--- config.mk ---
export PLATFORM = sky130hd
export DESIGN_NAME = atsc_grade
export DESIGN_NICKNAME = d
export VERILOG_FILES = /design/src/design/atsc_pkg.sv /design/src/design/atsc_grade.sv
export SDC_FILE = /design/constraint.sdc
export NUM_CORES = 1
export LEC_CHECK = 0
export ABC_AREA = 1
export BUFFER_PORTS_ARGS = -buffer_cell sky130_fd_sc_hd__buf_2
export CAP_MARGIN = 10
export CORE_MARGIN = 10
export CORE_UTILIZATION = 40
export DETAILED_ROUTE_END_ITERATION = 10
export PLACE_DENSITY = 0.59
export SYNTH_ARGS = -nofsm -noshare
export SYNTH_HDL_FRONTEND = slang
export SYNTH_SLANG_ARGS = --single-unit
--- constraint.sdc ---
create_clock -name vclk -period 4.8
set_input_delay 0.96 -clock vclk [all_inputs]
set_output_delay 0.96 -clock vclk [all_outputs]
set_load 0.01 [all_outputs]
--- src/design/atsc_pkg.sv ---
package atsc_pkg;

	// Field widths fixed by the interface
	localparam int DATA_W = 32;
	localparam int PROD_W = 2 * DATA_W;
	localparam int ADDR_W = 5;
	localparam int IDX_W  = ADDR_W - 2;

	typedef logic [DATA_W-1:0] data_t;
	typedef logic [PROD_W-1:0] prod_t;

	// Register indexes on the configuration port
	localparam logic [IDX_W-1:0] REG_STEP_KIND     = 3'd0;
	localparam logic [IDX_W-1:0] REG_GROW_AMOUNT   = 3'd1;
	localparam logic [IDX_W-1:0] REG_SHRINK_AMOUNT = 3'd2;
	localparam logic [IDX_W-1:0] REG_BAND_MARGIN   = 3'd3;
	localparam logic [IDX_W-1:0] REG_STEP_FLOOR    = 3'd4;
	localparam logic [IDX_W-1:0] REG_STEP_CEILING  = 3'd5;

	// Step change kinds; other codes are undefined
	localparam logic [1:0] KIND_GEO = 2'd0;
	localparam logic [1:0] KIND_ARI = 2'd1;

	// Grades ranked so that a lower code is a worse grade
	typedef enum logic [2:0] {
		GR_RERUN = 3'd0,
		GR_CUT   = 3'd1,
		GR_KEEP  = 3'd2,
		GR_INC   = 3'd3,
		GR_NONE  = 3'd4
	} grade_t;

	typedef enum logic [2:0] {
		ST_OK    = 3'd0,
		ST_MIN   = 3'd1,
		ST_MAX   = 3'd2,
		ST_UNDEF = 3'd3,
		ST_FATAL = 3'd4
	} status_t;

	typedef enum logic [1:0] {
		ACT_KEEP  = 2'd0,
		ACT_INC   = 2'd1,
		ACT_CUT   = 2'd2,
		ACT_RERUN = 2'd3
	} action_t;

	typedef struct packed {
		logic [1:0] kind;
		data_t      grow;
		data_t      shrink;
		data_t      margin;
		data_t      floor_val;
		data_t      ceiling;
	} cfg_t;

	typedef struct packed {
		data_t   new_step;
		logic    accepted;
		status_t status;
		action_t action;
	} res_t;

endpackage

--- src/design/atsc_grade.sv ---
module atsc_grade #(
	parameter int FRAC_BITS = 16
) (
	input  atsc_pkg::data_t  dx,
	input  atsc_pkg::data_t  r1,
	input  atsc_pkg::data_t  r2,
	input  atsc_pkg::prod_t  pm,
	input  atsc_pkg::prod_t  rm,
	output atsc_pkg::grade_t grade
);
	import atsc_pkg::*;

	localparam prod_t FMASK = (PROD_W'(1) << FRAC_BITS) - PROD_W'(1);

	prod_t               pm_sh;
	prod_t               rm_sh;
	logic [PROD_W:0]     dxb;
	logic [PROD_W:0]     r1b;
	logic [PROD_W:0]     dx_w;
	logic [PROD_W:0]     r1_w;
	logic                r1b_frac;

	// Band products: floor(dx*(1+B)) against r1, and r1*(1+B) split into whole and fraction
	always_comb begin
		pm_sh    = pm >> FRAC_BITS;
		rm_sh    = rm >> FRAC_BITS;
		dx_w     = (PROD_W+1)'(dx);
		r1_w     = (PROD_W+1)'(r1);
		dxb      = {1'b0, pm_sh} + dx_w;
		r1b      = {1'b0, rm_sh} + r1_w;
		r1b_frac = |(rm & FMASK);
	end

	// Grade the criterion, best band first
	always_comb begin
		priority if (dxb < r1_w) begin
			grade = GR_INC;
		end else if (dx_w < r1b || (dx_w == r1b && r1b_frac)) begin
			grade = GR_KEEP;
		end else if (dx < r2) begin
			grade = GR_CUT;
		end else begin
			grade = GR_RERUN;
		end
	end

endmodule

Yosys cells after proc, flatten, opt, wreduce, memory -nomap -nowiden
Cells that the tools add are included.

Output and inout bits: 3. Register bits after elaboration: 0. Bits of input ports: 224.

Reduce and logical (&&, ||, !) cells: 3. $lt $le $gt $ge: 3. Equal/unequal tests: 1. Add/subtract/negate cells: 2. Multiplexer cells: 3.

Operators by type and width (number): 48-bit by 32-bit adder with 49-bit output (2); 32-bit by 49-bit == test with 1-bit output (1); 32-bit by 49-bit less-than comparator with 1-bit output (1); 49-bit by 32-bit less-than comparator with 1-bit output (1); 32-bit less-than comparator (1); 16-bit OR reduction (1); 3-bit 2-to-1 mux (2); 1-bit logical AND (1); 1-bit logical OR (1); 1-bit 2-to-1 mux (1).

Depth between registers and ports, before layout
Gate-level depths: netlist of the first run.

Depth in word-level cells: 6. Depth in mapped cells: 28. Mapped depth without buffers: 28.

Least setup slack after synthesis of the first run
Ideal clock, no wire load.

Path type: input-to-output. From: in r1[0]. To: out grade[1]. Path slack: 0.243 ns. Stages: 24. Buffers on the path: 0. Arrival time: 3.597 ns. Cells stage by stage: ha_1 -> fa_1 -> nand3_1 -> nand3_2 -> nand2_1 -> nand2_1 -> nand2_1 -> nand2_1 -> a31oi_1 -> xor2_1 -> ha_1 -> nand2_1 -> nor4_1 -> nand2_1 -> nand2_1 -> nand2_1 -> nand2_1 -> nand2_1 -> nand2_1 -> nand2_1 -> nor2_1 -> inv_1 -> nor2_1 -> nand2_1.

Word-level cells in the longest chain between the ends: 6. Elaborated cells between the ends (all ways): 8. Those cells by class: add/sub: 1; order compare: 2; eq/ne: 1; mux: 2; reduce/logical: 2.

RTL lines: from (decl) (RTL line atsc_grade.sv:5) `input atsc_pkg::data_t r1,`; parallel branches: the longest is 5 deep, another holds 48-bit by 32-bit adder with 49-bit output; 3-bit 2-to-1 mux * (RTL line atsc_grade.sv:36) `priority if (dxb < r1_w) begin`; to (decl) (RTL line atsc_grade.sv:9) `output atsc_pkg::grade_t grade`.

Every way passes the cells marked *.

Final worst setup path of the first run
From: in pm[33]. To: out grade[1].

Word-level cells in the longest chain between the ends: 3.

RTL lines: from (decl) (RTL line atsc_grade.sv:7) `input atsc_pkg::prod_t pm,`; 48-bit by 32-bit adder with 49-bit output (RTL line atsc_grade.sv:29) `dxb = {1'b0, pm_sh} + dx_w;`; 49-bit by 32-bit less-than comparator with 1-bit output (RTL line atsc_grade.sv:36); 3-bit 2-to-1 mux (RTL line atsc_grade.sv:36).

Every way passes these cells.

==> flow_metrics.py, run 1 <==
metrics = {
    "die": {
        "chipHeight_um": 167,
        "floorplan.die_area_um2": 28000,
        "core_region_area_um2": 21200,
        "starting_density_pct": 40.9,
        "core.rowCount": 53,
        "die_wd_um": 167,
        "ioPinCount": 227,
    },
    "sta": {
        "setup_violations": 2,
        "timing.final.crit_share_pct": 106,
        "totalNegativeSetupSlack_ns": -0.582,
        "final_hold_viol_count": 0,
        "final.setup.worst_slack_ns": -0.295,
        "timing.fmax_mhz": 196,
        "timing_max_transition_violations_final": 0,
        "min_period_ns": 5.10,
        "setup_repair_after_global_routing_missed_its_margin": "true",
        "max_slew.worst_pin.slew_ns": 0.514,
        "maxSlewHeadroom_pct": 65.4,
    },
    "worst_setup_path": {
        "worst_ep_arrival_ns": 4.14,
        "path_class": "in -> out",
        "critPathCaptureType": "output port",
        "worstSetupStartpointType": "input port",
        "cp_data_required_time_ns": 3.84,
        "critical-path-top-cell-by-count": "nand2_1",
        "crit_chain": "buf_2 -> ha_1 -> a21oi_2 -> o21ai_0 -> inv_1 -> nand2_1 -> nand2_1 -> nand2_1 -> a31oi_1 -> buf_4 -> xor2_1 -> ha_1 -> a21oi_1 -> nor3_1 -> a211oi_1 -> nand2_1 -> nand2_1 -> nand2_1 -> nand2_1 -> nand2_1 -> nor2_2 -> nand2_2 -> nand2_1 -> buf_2",
        "critical_path.slowest_cell": "ha_1",
        "path_max_fanout": 4,
        "cp-endpoint": "grade[1]",
        "worst-path-stages": 24,
        "timing.critical_path.slowest_cell_delay_ns": 0.37,
        "worst_setup_path_startpoint": "pm[33]",
        "cp_top_family": "simple AND/OR/NAND/NOR gates",
        "path_buf_inv": 4,
    },
    "place": {
        "placement.setup.worst_slack_ns": -0.508,
        "routabilityCongestion": 0.978,
        "dpl.cell_count": 2456,
        "placed_area_um2": 12500,
        "numPortBuffers": 210,
        "dp.final_hpwl_mm": 35.5,
    },
    "pwr": {
        "sw_share_pct": 53.2,
        "power-per-cell-area_nw_per_um2": 132,
        "power.leakage_uw": 0.00801,
        "p_clk_share_pct": 0,
        "total_power_uw": 1860,
        "vdd.ir_drop.worst_v": 0.0000643,
        "p_sw_uw": 987,
        "comb_power_share_pct": 100.0,
        "power_frac_seq_pct": 0,
        "cell_internal_pwr_uw": 869,
    },
    "finish": {
        "post_route_cells_drive_above_1_share_pct": 37.2,
        "final_std_cells_w_o_fill": 2490,
        "post-route-cell-area_um2": 14100,
        "design.seq.count": 0,
        "nets": 2600,
        "clock_buffers": 0,
        "area_growth_pct": 62.2,
        "register_area_um2": 0,
    },
    "routing": {
        "drt-total-wl_mm": 40.7,
        "via_per_inst": 4.95,
        "vias": 12300,
        "remaining_number_of_nets_flagged_by_the_antenna_check_after_routing": 0,
        "firstDrtPassIters": 5,
        "drc": 0,
        "drtIter0Drc": 715,
        "wl_per_cell_um": 16.3,
    },
    "global_route": {
        "gr-max-usage-layer": "met2",
        "antenna_found_initial": 1,
        "grt_pass1_vias": 12300,
        "largest_net_degree_at_the_start_of_global_routing": 7,
        "global_route_congestion_overflow_total": 0,
        "globalRouteMet1Util_pct": 30.7,
        "groute.layer.met2.usage_pct": 49.7,
        "grt.met3_usage_pct": 1.73,
        "grt_pass1_wl_mm": 60.8,
        "global_route.usage.total_pct": 26.4,
    },
    "synthesis": {
        "post_synth_inst_count": 1649,
        "synth.largest_area_cell": "nand2_1",
        "yosysUniqueCellTypes": 41,
        "seq_area_frac_synth_pct": 0,
        "syn_nets": 2033,
        "synth.top_cell.area_share_pct": 23.7,
        "synth.avg_cell_area_um2": 5.27,
        "synth.most_common_cell": "nand2_1",
        "yosys-top-cells-area": "nand2_1 24%, ha_1 23%, inv_1 13%",
        "ys_warnings": 0,
        "synth_area_um2": 8680,
        "ranking_of_synthesized_cells_by_instance_count": "548 x nand2_1, 312 x inv_1, 186 x nor2_1",
    },
    "run": {
        "max_cap_viol_count": 0,
    },
    "min_path": {
        "holdCritPathClass": "in -> out",
    },
    "run_status": {
        "violations": "negative setup slack",
        "run_status": "finished with violations",
    },
}
cell type report:
| cell class | count | area, um^2 |
|---|---|---|
| multi-input combinational | 1332 | 8790 |
| fill | 2068 | 7130 |
| timing repair buffer | 566 | 3760 |
| inverter | 316 | 1190 |
| tap | 275 | 344 |
| antenna | 1 | 2.50 |
worst min path at each step:
stage,start,to,slack [ns],cells past startpoint
finish,rm[60],grade[1],2.50,7
global route,rm[60],grade[1],2.59,7
floorplan,rm[60],grade[0],2.24,4
CTS,rm[60],grade[0],2.49,6
detailed placement,rm[60],grade[1],2.49,7
global placement,rm[60],grade[0],2.48,6
kinds of logic after synthesis:
kind of cell	share of synthesized area [%]
xor+xnor	6.25
simple gates	44.5
compound gates	12.3
fa+ha+maj	23.2
other cells	0.0432
buf+inv	13.7
power groups by stage:
stage	sequential, uW	clock [uW]	combinational (uW)
floorplan	0	0	814
global placement	0	0	1530
detailed placement	0	0	1550
CTS	0	0	1680
global route	0	0.0000279	2040
finish	0	0.0000279	1860
stage by stage:
stage	util [%]	hold slack (ns)
after floorplan	-	2.24
after global placement	58.9	2.48
after CTS	62.6	2.49
after global routing	66.4	2.59
final	66.4	2.50
after detailed placement	58.9	2.49
layout by cell type (no fill, tap or decap), types with 17 or more instances in the layout:
master	instances
a21oi_1	79
nor3_1	17
a21oi_2	34
nor2_1	153
nand3_1	64
nand2_2	59
o21ai_0	25
buf_4	352
ha_1	113
xnor2_1	25
inv_1	307
ha_4	43
buf_2	206
nand2_1	495
nor2_2	30
nand4_1	33
xor2_1	26
routing by layer:
layer  vias up  share of wire (%)
met5         -                  0
met4         0                3.6
met3        76                3.6
met2       339                 51
met1      5536                 41
li1       6375                  -
timing repair:
action / in CTS / in global routing
setup endpoints to repair: 2 / 2
gates resized for setup: 134 / 135
endpoints found under the hold margin: 0 / 0
hold buffers: 0 / 0
setup buffers: 19 / 14
pin swaps: 40 / 92
Power figures use the tool's default switching activity.
==> inputs of run 2 (changes only) <==
--- a/config.mk
+++ b/config.mk
@@ -5,13 +5,12 @@
 export SDC_FILE = /design/constraint.sdc
 export NUM_CORES = 1
 export LEC_CHECK = 0
-export ABC_AREA = 1
 export BUFFER_PORTS_ARGS = -buffer_cell sky130_fd_sc_hd__buf_2
 export CAP_MARGIN = 10
 export CORE_MARGIN = 10
 export CORE_UTILIZATION = 40
 export DETAILED_ROUTE_END_ITERATION = 10
-export PLACE_DENSITY = 0.59
+export PLACE_DENSITY = 0.61
 export SYNTH_ARGS = -nofsm -noshare
 export SYNTH_HDL_FRONTEND = slang
 export SYNTH_SLANG_ARGS = --single-unit
==> run 2 against run 1 <==
  * The flow still finishes with violations (negative setup slack)
  * Power down 19%
  * Final cell count down 28%
  * Global-route usage down 1.8 points
  * Die area down 16%
  * Via count down 21%
  * Hold slack better by 0.059 ns
  * Combinational power down 19%
  * Sequential cell count unchanged
  * Area after synthesis down 18%
  * Critical path depth down 2
  * Critical path type unchanged
  * Largest power group unchanged
==> flow_metrics.py, run 2 <==
metrics = {
    "finish": {
        "final_std_cells_w_o_fill": 1797,
        "layout.cells.most_common": "buf_4",
        "nets": 1958,
        "layout.cells.most_common_list": "354 x buf_4, 207 x buf_2, 157 x ha_1",
        "area_growth_pct": 57.4,
        "area_taken_by_multi_input_logic_gates_um2": 6870,
        "fillers": 1678,
        "design.seq.count": 0,
        "antennaDiodeCount": 0,
        "clock_buffers": 0,
        "post_route_cells_drive_above_1_share_pct": 38.5,
        "register_area_um2": 0,
    },
    "place": {
        "dp.final_hpwl_mm": 28.1,
        "numPortBuffers": 210,
        "dpl.cell_count": 1794,
        "routabilityCongestion": 0.968,
    },
    "synthesis": {
        "synth.largest_area_cell": "ha_1",
        "syn_nets": 1415,
        "yosys-top-cells-area": "ha_1 28%, a21oi_1 7.5%, nand2_1 5.3%",
        "synth_area_um2": 7110,
        "yosysUniqueCellTypes": 79,
        "ranking_of_synthesized_cells_by_instance_count": "158 x ha_1, 107 x a21oi_1, 100 x nand2_1",
        "post_synth_inst_count": 1031,
        "ys_warnings": 0,
        "synth.avg_cell_area_um2": 6.90,
        "seq_area_frac_synth_pct": 0,
        "synth.most_common_cell": "ha_1",
        "synth.top_cell.area_share_pct": 27.8,
    },
    "routing": {
        "detailroute.wirelength.met2_mm": 14.9,
        "met3_wirelength_mm": 1.70,
        "via_per_inst": 5.41,
        "vias": 9727,
        "drt-total-wl_mm": 31.1,
        "firstDrtPassIters": 5,
        "drt-met1-wl_mm": 14.0,
        "wl_per_cell_um": 17.3,
        "dr.max_layer_used": "met4",
        "remaining_number_of_nets_flagged_by_the_antenna_check_after_routing": 0,
        "drc": 0,
        "drtIter0Drc": 651,
    },
    "sta": {
        "timing_max_transition_violations_final": 0,
        "worst_hold_slack_ns": 2.56,
        "min_period_ns": 6.39,
        "setup_repair_after_global_routing_missed_its_margin": "true",
        "setup_violations": 2,
        "timing.fmax_mhz": 157,
        "maxSlewHeadroom_pct": 60.4,
        "max_slew.worst_pin.slew_ns": 0.579,
        "final.setup.worst_slack_ns": -1.59,
        "final_hold_viol_count": 0,
        "timing.final.crit_share_pct": 133,
    },
    "worst_setup_path": {
        "worst_ep_arrival_ns": 5.43,
        "worstSetupStartpointType": "input port",
        "path_max_fanout": 3,
        "path_class": "in -> out",
        "timing.critical_path.slowest_cell_delay_ns": 0.52,
        "critical-path-top-cell-by-count": "a211oi_2",
        "cp_data_required_time_ns": 3.84,
        "critical_path.slowest_cell": "or4b_4",
        "critPathCaptureType": "output port",
        "crit_chain": "buf_8 -> ha_4 -> fa_2 -> a211oi_2 -> o21ai_2 -> o2111a_1 -> o21bai_1 -> nor3b_4 -> o221ai_4 -> a221oi_4 -> xor2_1 -> ha_1 -> a21o_1 -> buf_4 -> a211o_1 -> nand2_1 -> nor4_2 -> o211ai_1 -> a211oi_2 -> nand4_1 -> or4b_4 -> buf_6",
    },
    "die": {
        "die_wd_um": 153,
        "core_region_area_um2": 17400,
        "chipHeight_um": 153,
        "floorplan.die_area_um2": 23500,
        "core.rowCount": 48,
        "starting_density_pct": 41.0,
        "ioPinCount": 227,
    },
    "run_status": {
        "run_status": "finished with violations",
        "violations": "negative setup slack",
    },
    "global_route": {
        "global_route_congestion_overflow_total": 0,
        "global_route.usage.total_pct": 24.7,
        "grt_pass1_vias": 9976,
        "grt_pass1_wl_mm": 49.2,
        "antenna_found_initial": 0,
        "largest_net_degree_at_the_start_of_global_routing": 10,
    },
    "pwr": {
        "power.leakage_uw": 0.00588,
        "total_power_uw": 1500,
        "power-per-cell-area_nw_per_um2": 134,
        "vdd.ir_drop.worst_v": 0.0000652,
    },
    "run": {
        "max_cap_viol_count": 0,
    },
    "clock_tree": {
        "holdBufCountCts": 0,
    },
    "min_path": {
        "holdCritPathClass": "in -> out",
    },
}
==> run 2: cell count changes in the layout (fill, tap and decap cells not counted), sizes merged, moves of 19 or more <==
cell	before	now
nor2	195	65
a21o	6	34
and3	1	20
nand2	561	100
inv	316	81
nand3	82	39
o21ai	41	64
==> run 2: kinds of logic after synthesis <==
family	share of synthesized area, %
compound gates	30.8
xor+xnor	7.64
fa+ha+maj	28.4
buf+inv	5.67
mux	1.37
other cells	0.0527
simple gates	26.1
==> run 2: worst max-delay path, delay by kind of cell <==
kind                     cells  cell delay (ns)
adder cells (fa/ha/maj)      3             0.83
XOR/XNOR                     1             0.12
AO/OA/AOI/OAI               10             1.82
buffers and inverters        3             0.34
AND/OR/NAND/NOR              5             1.34
==> run 2: per-layer routing <==
layer  track usage, %  up-vias
met5                0        -
met4             3.78        0
met3             2.53       32
met2             43.6      299
met1             31.9     4402
li1                 -     4994
==> run 2: stage by stage <==
step / worst slack, ns / instance area, um^2 / TNS (ns) / utilization (%)
6_report: -1.59 / 11200 / -3.05 / 64.5
4_1_cts: -1.55 / 11100 / -2.98 / 64.2
3_3_place_gp: -1.69 / 11000 / -3.29 / 63.5
3_5_place_dp: -1.82 / 11000 / -3.47 / 63.5
2_1_floorplan: -1.07 / 7150 / -1.90 / -
5_1_grt: -1.86 / 11200 / -3.62 / 64.5
==> run 2: area by class of cell <==
class              instances  area share [%]
repair buffers           564            33.3
multi-input cells        927            61.4
well taps                225            2.52
inverters                 81            2.72
==> run 2: where the power goes <==
group	internal, uW	switching (uW)
Clock	0	0
Combinational	755	745
Sequential	0	0
==> run 2: repair_timing <==
action | 4_1_cts | 5_1_grt
pin swaps | 27 | 2
endpoints found under the setup margin | 2 | 2
buffers inserted | 5 | 0
gates resized for setup | 20 | 8
==> run 2: path summary, 6_finish.rpt <==
check / start / to / slack [ns] / cells past startpoint
hold / removal: pm[48] / grade[0] / 2.56 / 5
setup / recovery: r1[0] / grade[1] / -1.59 / 22
==> inputs of run 3 (changes only) <==
--- a/config.mk
+++ b/config.mk
@@ -7,7 +7,6 @@
 export LEC_CHECK = 0
 export BUFFER_PORTS_ARGS = -buffer_cell sky130_fd_sc_hd__buf_2
 export CAP_MARGIN = 10
-export CORE_MARGIN = 10
 export CORE_UTILIZATION = 40
 export DETAILED_ROUTE_END_ITERATION = 10
 export PLACE_DENSITY = 0.61
==> constraint.sdc (replaced) <==
create_clock -name vclk -period 6.2
set_input_delay 1.24 -clock vclk [all_inputs]
set_output_delay 1.24 -clock vclk [all_outputs]
set_load 0.01 [all_outputs]
==> run 3 against run 2 <==
  * The run still ends with negative setup slack left
  * Critical path depth increased by 1
  * Non-clock buffer count decreased by 92
  * Wire length decreased by 12%
  * Combinational power decreased by 27%
  * Core utilization decreased by 4.1 points
  * Power decreased by 27%
  * Die area decreased by 22%
  * Global-route usage increased by 4.8 points
  * Final cell count decreased by 5.0%
  * Via count decreased by 2.4%
  * Largest cell class unchanged
==> flow_metrics.py, run 3 (synthesis results as in run 2) <==
metrics = {
    "global_route": {
        "grt_pass1_vias": 8882,
        "global_route_congestion_overflow_total": 0,
        "global_route.usage.total_pct": 29.4,
        "largest_net_degree_at_the_start_of_global_routing": 11,
        "antenna_found_initial": 3,
        "grt_pass1_wl_mm": 43.1,
    },
    "sta": {
        "setup_violations": 2,
        "min_period_ns": 7.10,
        "setup_repair_after_global_routing_missed_its_margin": "true",
        "timing.fmax_mhz": 141,
        "timing.final.crit_share_pct": 115,
        "totalNegativeSetupSlack_ns": -1.76,
        "final_hold_viol_count": 0,
        "max_slew.worst_pin.slew_ns": 0.651,
        "worst_hold_slack_ns": 3.11,
        "final.setup.worst_slack_ns": -0.903,
        "maxSlewHeadroom_pct": 56.3,
        "timing_max_transition_violations_final": 0,
    },
    "die": {
        "ioPinCount": 227,
        "die_wd_um": 135,
        "core_region_area_um2": 17400,
        "starting_density_pct": 41.0,
        "core.rowCount": 48,
        "floorplan.die_area_um2": 18300,
        "chipHeight_um": 135,
    },
    "place": {
        "routabilityCongestion": 0.974,
        "numPortBuffers": 210,
        "dp.final_hpwl_mm": 24.6,
    },
    "pwr": {
        "power.leakage_uw": 0.00543,
        "vdd.ir_drop.worst_v": 0.0000427,
        "power-per-cell-area_nw_per_um2": 104,
    },
    "finish": {
        "clock_buffers": 0,
        "register_area_um2": 0,
        "nets": 1866,
        "layout.cells.most_common_list": "261 x buf_4, 207 x buf_2, 156 x ha_1",
        "design.seq.count": 0,
        "area_growth_pct": 47.4,
        "post_route_cells_drive_above_1_share_pct": 34.8,
        "layout.cells.most_common": "buf_4",
    },
    "run": {
        "max_cap_viol_count": 0,
    },
    "min_path": {
        "holdCritPathClass": "in -> out",
    },
    "routing": {
        "via_per_inst": 5.56,
        "firstDrtPassIters": 5,
        "wl_per_cell_um": 16.1,
        "vias": 9493,
        "remaining_number_of_nets_flagged_by_the_antenna_check_after_routing": 0,
        "drc": 0,
        "drtIter0Drc": 566,
        "drt-total-wl_mm": 27.5,
    },
    "worst_setup_path": {
        "worst_ep_arrival_ns": 5.86,
        "path_max_fanout": 3,
        "worstSetupStartpointType": "input port",
        "cp_data_required_time_ns": 4.96,
        "path_class": "in -> out",
        "critPathCaptureType": "output port",
    },
    "run_status": {
        "run_status": "finished with violations",
        "violations": "negative setup slack",
    },
}
## run 3: cell types whose count changed in the layout (fill, tap and decap cells not counted), moves of 2 or more
cell	change
o21ai_1	-2
a21oi_1	-4
o21ai_0	+2
diode_2	+3
buf_6	+2
a21oi_2	+4
buf_4	-93
## run 3: power breakdown
group | leakage, uW | total, uW | internal [uW] | switching [uW]
logic | 0.00543 | 1090 | 534 | 556
registers | 0 | 0 | 0 | 0
clock network | 0.0000000190 | 0.0000647 | 0.0000647 | 0
## run 3: final timing paths
path	from	endpoint	slack (ns)	depth (start not counted)
worst max-delay path	r1[0]	grade[1]	-0.90	23
worst min-delay path	rm[53]	grade[1]	3.11	6
## run 3: critical path, stage by stage
cell and delay, ns:
buf_6 0.10, ha_4 0.15, fa_2 0.36, a211oi_2 0.24, o21ai_2 0.09, o2111a_1 0.28
o21bai_1 0.13, nor3b_4 0.30, o221ai_4 0.17, a221oi_2 0.36, xor2_1 0.14, ha_1 0.33
a21o_1 0.15, a211oi_2 0.07, o21ai_1 0.08, a211oi_1 0.06, o31a_1 0.14, nor4_1 0.28
o211ai_1 0.14, a211oi_2 0.15, nand4_1 0.20, or4b_4 0.56, buf_6 0.13
## run 3: final cells by class
type / instances / area [um^2]
fill: 1680 / 6880
multi-input combinational: 927 / 6850
timing repair buffer: 472 / 3040
inverter: 81 / 304
tap: 225 / 282
antenna: 3 / 7.51
## run 3: through the flow
stage | cells | cell area [um^2] | util, % | total power, uW | worst slack (ns)
after floorplan | 1031 | 7150 | - | 579 | -0.226
after global placement | 1702 | 10300 | 59.5 | 1040 | -0.959
after detailed placement | 1702 | 10300 | 59.5 | 1050 | -0.962
after CTS | 1704 | 10400 | 59.9 | 1070 | -0.802
after global routing | 1708 | 10500 | 60.4 | 1210 | -1.07
final | 1708 | 10500 | 60.4 | 1090 | -0.903
## run 3: what timing repair did
item,4_1_cts,5_1_grt
gates resized for setup,10,14
cloned,0,0
endpoints found under the setup margin,2,2
hold endpoints to repair,0,0
setup buffers,2,1
hold buffers,0,0
pin swaps,8,8
## run 3: per-layer routing
layer / global-route usage (%) / vias to the layer above / routed length (um)
met3: 1.20 / 48 / 1350
li1: - / 4811 / -
met1: 39.5 / 4341 / 12800
met5: 0 / - / 0
met2: 50.7 / 293 / 12600
met4: 8.36 / 0 / 815
